<file path="config.mk">
export PLATFORM = sky130hd
export DESIGN_NAME = ght_queue
export DESIGN_NICKNAME = d
export VERILOG_FILES = /design/src/design/ght_pkg.sv /design/src/design/ght_queue.sv
export SDC_FILE = /design/constraint.sdc
export NUM_CORES = 1
export LEC_CHECK = 0
export ABC_AREA = 1
export BUFFER_PORTS_ARGS = -buffer_cell sky130_fd_sc_hd__buf_2
export CAP_MARGIN = 5
export CORE_UTILIZATION = 45
export DETAILED_ROUTE_END_ITERATION = 10
export GPL_TIMING_DRIVEN = 0
export PLACE_DENSITY = 0.79
export SYNTH_ARGS = -nofsm -noshare
export SYNTH_HDL_FRONTEND = slang
export SYNTH_SLANG_ARGS = --single-unit
</file>
<file path="constraint.sdc">
create_clock -name clk -period 5.6 [get_ports clk]
set_input_delay 0.28 -clock clk [delete_from_list [all_inputs] [get_ports clk]]
set_output_delay 0.28 -clock clk [all_outputs]
set_load 0.01 [all_outputs]
</file>
<file path="src/design/ght_pkg.sv">
// ----------------------------------------------------------------------------
// ght_pkg: shared types and codes of the generational handle table
// Operation and status codes, field widths, the command that travels from
// the front end through the command queue to the slot engine.
// ----------------------------------------------------------------------------
`timescale 1ns / 1ps
`default_nettype none

package ght_pkg;

    // field widths of the stream beats
    localparam int OP_W       = 2;
    localparam int IDX_FLD_W  = 10;
    localparam int GEN_FLD_W  = 16;
    localparam int PAY_W      = 64;
    localparam int TAG_W      = 32;
    localparam int STATUS_W   = 2;
    localparam int IN_DATA_W  = 128;
    localparam int OUT_DATA_W = 64;

    // bit positions of the input beat
    localparam int IN_OP_LSB  = 0;
    localparam int IN_IDX_LSB = IN_OP_LSB + OP_W;
    localparam int IN_GEN_LSB = IN_IDX_LSB + IDX_FLD_W;
    localparam int IN_PAY_LSB = IN_GEN_LSB + GEN_FLD_W;
    localparam int IN_TAG_LSB = IN_PAY_LSB + PAY_W;
    localparam int IN_USED_W  = IN_TAG_LSB + TAG_W;

    // bit count of the output beat fields
    localparam int OUT_USED_W = STATUS_W + IDX_FLD_W + GEN_FLD_W + TAG_W;

    // operation codes
    localparam logic [OP_W-1:0] OP_ADD    = 2'd0;
    localparam logic [OP_W-1:0] OP_UPDATE = 2'd1;
    localparam logic [OP_W-1:0] OP_REMOVE = 2'd2;

    // status codes
    localparam logic [STATUS_W-1:0] ST_DONE  = 2'd0;
    localparam logic [STATUS_W-1:0] ST_FULL  = 2'd1;
    localparam logic [STATUS_W-1:0] ST_STALE = 2'd2;

    // command queue depth
    localparam int Q_DEPTH = 2;
    localparam int Q_PTR_W = $clog2(Q_DEPTH);
    localparam int Q_CNT_W = $clog2(Q_DEPTH + 1);

    // classified command kind
    typedef enum logic [1:0] {
        K_ADD,
        K_UPDATE,
        K_REMOVE,
        K_REJECT
    } kind_t;

    // command handed from the front end to the slot engine
    typedef struct packed {
        kind_t                 kind;
        logic [IDX_FLD_W-1:0]  slot_index;
        logic [GEN_FLD_W-1:0]  generation;
        logic [PAY_W-1:0]      payload;
        logic [TAG_W-1:0]      type_tag;
    } cmd_t;

    // result of one command
    typedef struct packed {
        logic [TAG_W-1:0]      handle_type;
        logic [GEN_FLD_W-1:0]  handle_generation;
        logic [IDX_FLD_W-1:0]  handle_index;
        logic [STATUS_W-1:0]   status;
    } result_t;

    // engine status seen by the front end
    typedef struct packed {
        logic clearing;
        logic executing;
    } eng_status_t;

endpackage

`default_nettype wire

</file>
<file path="src/design/ght_queue.sv">
// ----------------------------------------------------------------------------
// ght_queue: command queue
// Short fifo between the front end and the slot engine so that each side
// stalls on its own.
// ----------------------------------------------------------------------------
`timescale 1ns / 1ps
`default_nettype none

module ght_queue (
    input  wire logic          clk,
    input  wire logic          rst_n,
    input  wire logic          push,
    input  wire ght_pkg::cmd_t push_cmd,
    output logic               full,
    input  wire logic          pop,
    output logic               head_valid,
    output ght_pkg::cmd_t      head_cmd
);

    ght_pkg::cmd_t                  entry_reg [ght_pkg::Q_DEPTH];
    logic [ght_pkg::Q_PTR_W-1:0]    wr_ptr_reg, wr_ptr_next;
    logic [ght_pkg::Q_PTR_W-1:0]    rd_ptr_reg, rd_ptr_next;
    logic [ght_pkg::Q_CNT_W-1:0]    count_reg, count_next;

    assign full       = count_reg == ght_pkg::Q_CNT_W'(ght_pkg::Q_DEPTH);
    assign head_valid = count_reg != '0;
    assign head_cmd   = entry_reg[rd_ptr_reg];

    // pointer and fill count update
    always_comb
    begin
        wr_ptr_next = wr_ptr_reg;
        rd_ptr_next = rd_ptr_reg;
        count_next  = count_reg;
        if (push)
        begin
            wr_ptr_next = (wr_ptr_reg == ght_pkg::Q_PTR_W'(ght_pkg::Q_DEPTH - 1)) ?
                          '0 : wr_ptr_reg + 1'b1;
        end
        if (pop)
        begin
            rd_ptr_next = (rd_ptr_reg == ght_pkg::Q_PTR_W'(ght_pkg::Q_DEPTH - 1)) ?
                          '0 : rd_ptr_reg + 1'b1;
        end
        if (push && !pop)
        begin
            count_next = count_reg + 1'b1;
        end
        else if (pop && !push)
        begin
            count_next = count_reg - 1'b1;
        end
    end

    // control registers
    always_ff @(posedge clk or negedge rst_n)
    begin
        if (!rst_n)
        begin
            wr_ptr_reg <= '0;
            rd_ptr_reg <= '0;
            count_reg  <= '0;
        end
        else
        begin
            wr_ptr_reg <= wr_ptr_next;
            rd_ptr_reg <= rd_ptr_next;
            count_reg  <= count_next;
        end
    end

    // entry storage
    always_ff @(posedge clk)
    begin
        if (push)
        begin
            entry_reg[wr_ptr_reg] <= push_cmd;
        end
    end

endmodule

`default_nettype wire

</file>
==> results.yml <==
worst_setup_path:
  critPathSlowestCell: "dfrtp_1"
  cp-end-kind: "output pin"
  worstSetupStartpointType: "flip-flop"
  critPathBufInv: 4
  worst_ep_arrival_time_ps: 1870
  crit_path_frequent_cell: "buf_6"
  critPathMaxStageDelay_ps: 340
  crit_chain: "buf_6, buf_6, buf_6, mux2_4, buf_2"
  cp_data_required_time_ps: 5320
  crit_fanout: 10
  crit_family: "buffers and inverters"
  critical_path_class: "flip-flop to output pin"
clock_network:
  postCtsSetupBuffers: 0
  clk_path_buf_depth: 3
  clk_pin_slew_ps: 60
  root_buffer: "clkbuf_16"
  cts_tree: "done"
  clk_latency_ps: 520
  htreeDepth: 1
  cts_buffers: 26
  cts_sinks: 252
grt:
  gr-usage-all-layers: 0.188
  busiest_layer: "met2"
  grt-ovfl-total: 0
  grt_pass1_vias: 6089
  antenna_found_initial: 0
  grt_pass1_wl_um: 31400
  use_met1: 0.212
  grt_max_degree: 89
  use_met2: 0.350
  grt_util_met3: 0.0453
worst_hold_path:
  hp-class: "primary input to asynchronous set/reset pin"
synth:
  yosys-top-cells-count: "248 x edfxtp_1, 74 x mux2_2, 50 x mux2_4"
  syn_inst: 411
  ys_ff_latch: 252
  syn-cell-area_um2: 9350
  synth_top_area_cell: "edfxtp_1"
  syn_area_per_cell_um2: 22.8
  synth-xor-area-share: 0.00281
  yosys.area_share.simple: 0.00442
  synth_compound_area_frac: 0
  synth_top_area_frac: 0.796
  synth_top_flop_cell: "edfxtp_1"
  async_flop_share: 0.0159
  synth_mux_area_frac: 0.169
  ys_types: 14
  synth_edf_count: 248
  synth_nets: 540
  yosysWarnings: 0
  synth_fa_ha_area_frac: 0.00134
  netlist_top_cells_area: "edfxtp_1 80%, mux2_2 8.9%, mux2_4 8.0%, dfrtp_1 1.1%, buf_6 0.84%"
  synth_most_common_cell: "edfxtp_1"
  synth_top_family_by_area: "multiplexers"
  ys_seq_area_frac: 0.807
power:
  p_leak_nw: 5.22
  irDropWorstVdd_uv: 350
  power_density_nw_per_um2: 474
route:
  routed-via-count: 5385
  wl_um: 20100
  dr.pass1.iters: 4
  drc: 0
  drt-initial-drc-count: 201
  wire_per_inst_um: 18.0
  postRouteAntennaNets: 0
  vias_per_cell: 4.84
finish:
  syn_to_final_growth_pct: 41.5
  largest_register_ffs: 248
  stdcell_area_um2: 13200
  antennaDiodeCount: 0
  finalNetCount: 953
  drive_gt1_frac: 0.519
sta:
  slew_violations: 0
  rsz0062_at_grt: "no"
  period_needed_ps: 2150
  fin_skew_ps: 11.2
  fmaxAchievable_mhz: 464
  fin_tns_setup_ps: 0
  setup_violations: 0
  finalCritPeriodShare: 0.384
  worstMarginPinSlew_ps: 468
  max_slew_margin: 0.688
  hold_violations: 0
placed_design:
  port_buffers: 253
  gp_congestion: 0.753
  dpl.hpwl_um: 12200
  post_dp_cell_area_um2: 11100
run_status:
  outcome: "finished clean"
floorplan:
  die_area_um2: 21400
  fp-row-count: 52
  fp.dieW_um: 146
  core_area_um2: 20300
  die_h_um: 146
  ios: 254
  initial_core_util: 0.461
flow_run:
  cap_violations: 0
## where the power goes
part           switching [mW]  internal (mW)
clock network           0.672           1.06
logic                   0.986          0.959
registers              0.0940           2.50
total                    1.75           4.52
## cell type report
cell class | count | area (um^2)
inverter | 7 | 31.3
timing repair buffer | 385 | 2650
fill | 1359 | 7070
sequential | 252 | 7550
clock inverter | 14 | 179
clock buffer | 32 | 694
multi-input combinational | 138 | 1670
buffer | 14 | 114
tap | 270 | 338
## logic make-up (layout without fill, tap and decap cells)
logic type,after synthesis,after routing
AND/OR/NAND/NOR,10,10
flip-flops,252,252
adder cells (fa/ha/maj),1,1
multiplexers,124,124
XOR/XNOR,3,3
buffers and inverters,21,452
## routing by layer
layer	vias to the layer above	part of all wire	wire length (um)
met1	2671	0.38	7620
met2	231	0.53	10700
met4	0	0.023	453
met5	-	0	0
li1	2446	-	-
met3	37	0.066	1330
## path summary, 6_finish.rpt
| check | startpoint | slack [ps] | to | cells past startpoint |
|---|---|---|---|---|
| worst min-delay path | rst_n | 150 | count_reg[0]$_DFFE_PN0P_ | 2 |
| min in group clk | push_cmd[94] | 490 | entry_reg[1][94]$_DFFE_PP_ | 2 |
| worst min register to register | count_reg[1]$_DFFE_PN0P_ | 530 | count_reg[1]$_DFFE_PN0P_ | 2 |
| worst max register to register | wr_ptr_reg$_DFFE_PN0P_ | 3870 | entry_reg[1][109]$_DFFE_PP_ | 3 |
| max in group asynchronous | rst_n | 5330 | rd_ptr_reg$_DFFE_PN0P_ | 2 |
| worst max-delay path | rd_ptr_reg$_DFFE_PN0P_ | 3450 | head_cmd[56] | 5 |
## metrics by stage
step           std cells  hold slack, ps  utilization  power (mW)  setup WS [ps]
6_report            1112             149        0.652        6.28           3450
5_1_grt             1112             140        0.652        6.56           3360
4_1_cts             1112            83.0        0.652        6.32           3400
3_5_place_dp         939            94.4        0.546        4.50           3870
3_3_place_gp         934            84.5        0.540        4.44          -32.5
2_1_floorplan        411           -15.6            -        3.83           1510
## worst reg2reg max path, stage by stage (launching register included)
cell and delay, ps:
dfrtp_1 420, nand2_1 140, inv_6 320, buf_16 410
## layout by cell type (no fill, tap or decap)
cell / n
buf_12: 3
buf_16: 2
buf_2: 260
buf_6: 7
bufinv_16: 4
clkbuf_1: 5
clkbuf_16: 27
clkinv_1: 2
clkinv_2: 4
clkinv_4: 1
clkinvlp_4: 3
dfrtp_1: 4
dlygate4sd3_1: 127
edfxtp_1: 248
ha_1: 1
inv_1: 6
inv_6: 1
mux2_2: 74
mux2_4: 50
nand2_1: 6
nand3_1: 1
nand4_1: 1
nor2_1: 1
nor2_4: 1
xnor2_1: 1
xor2_1: 2
## repair_timing
action,in CTS,in global routing
resized for setup,0,0
hold buffers,127,0
hold endpoints to repair,254,0
(Power assumes the default switching activity.)
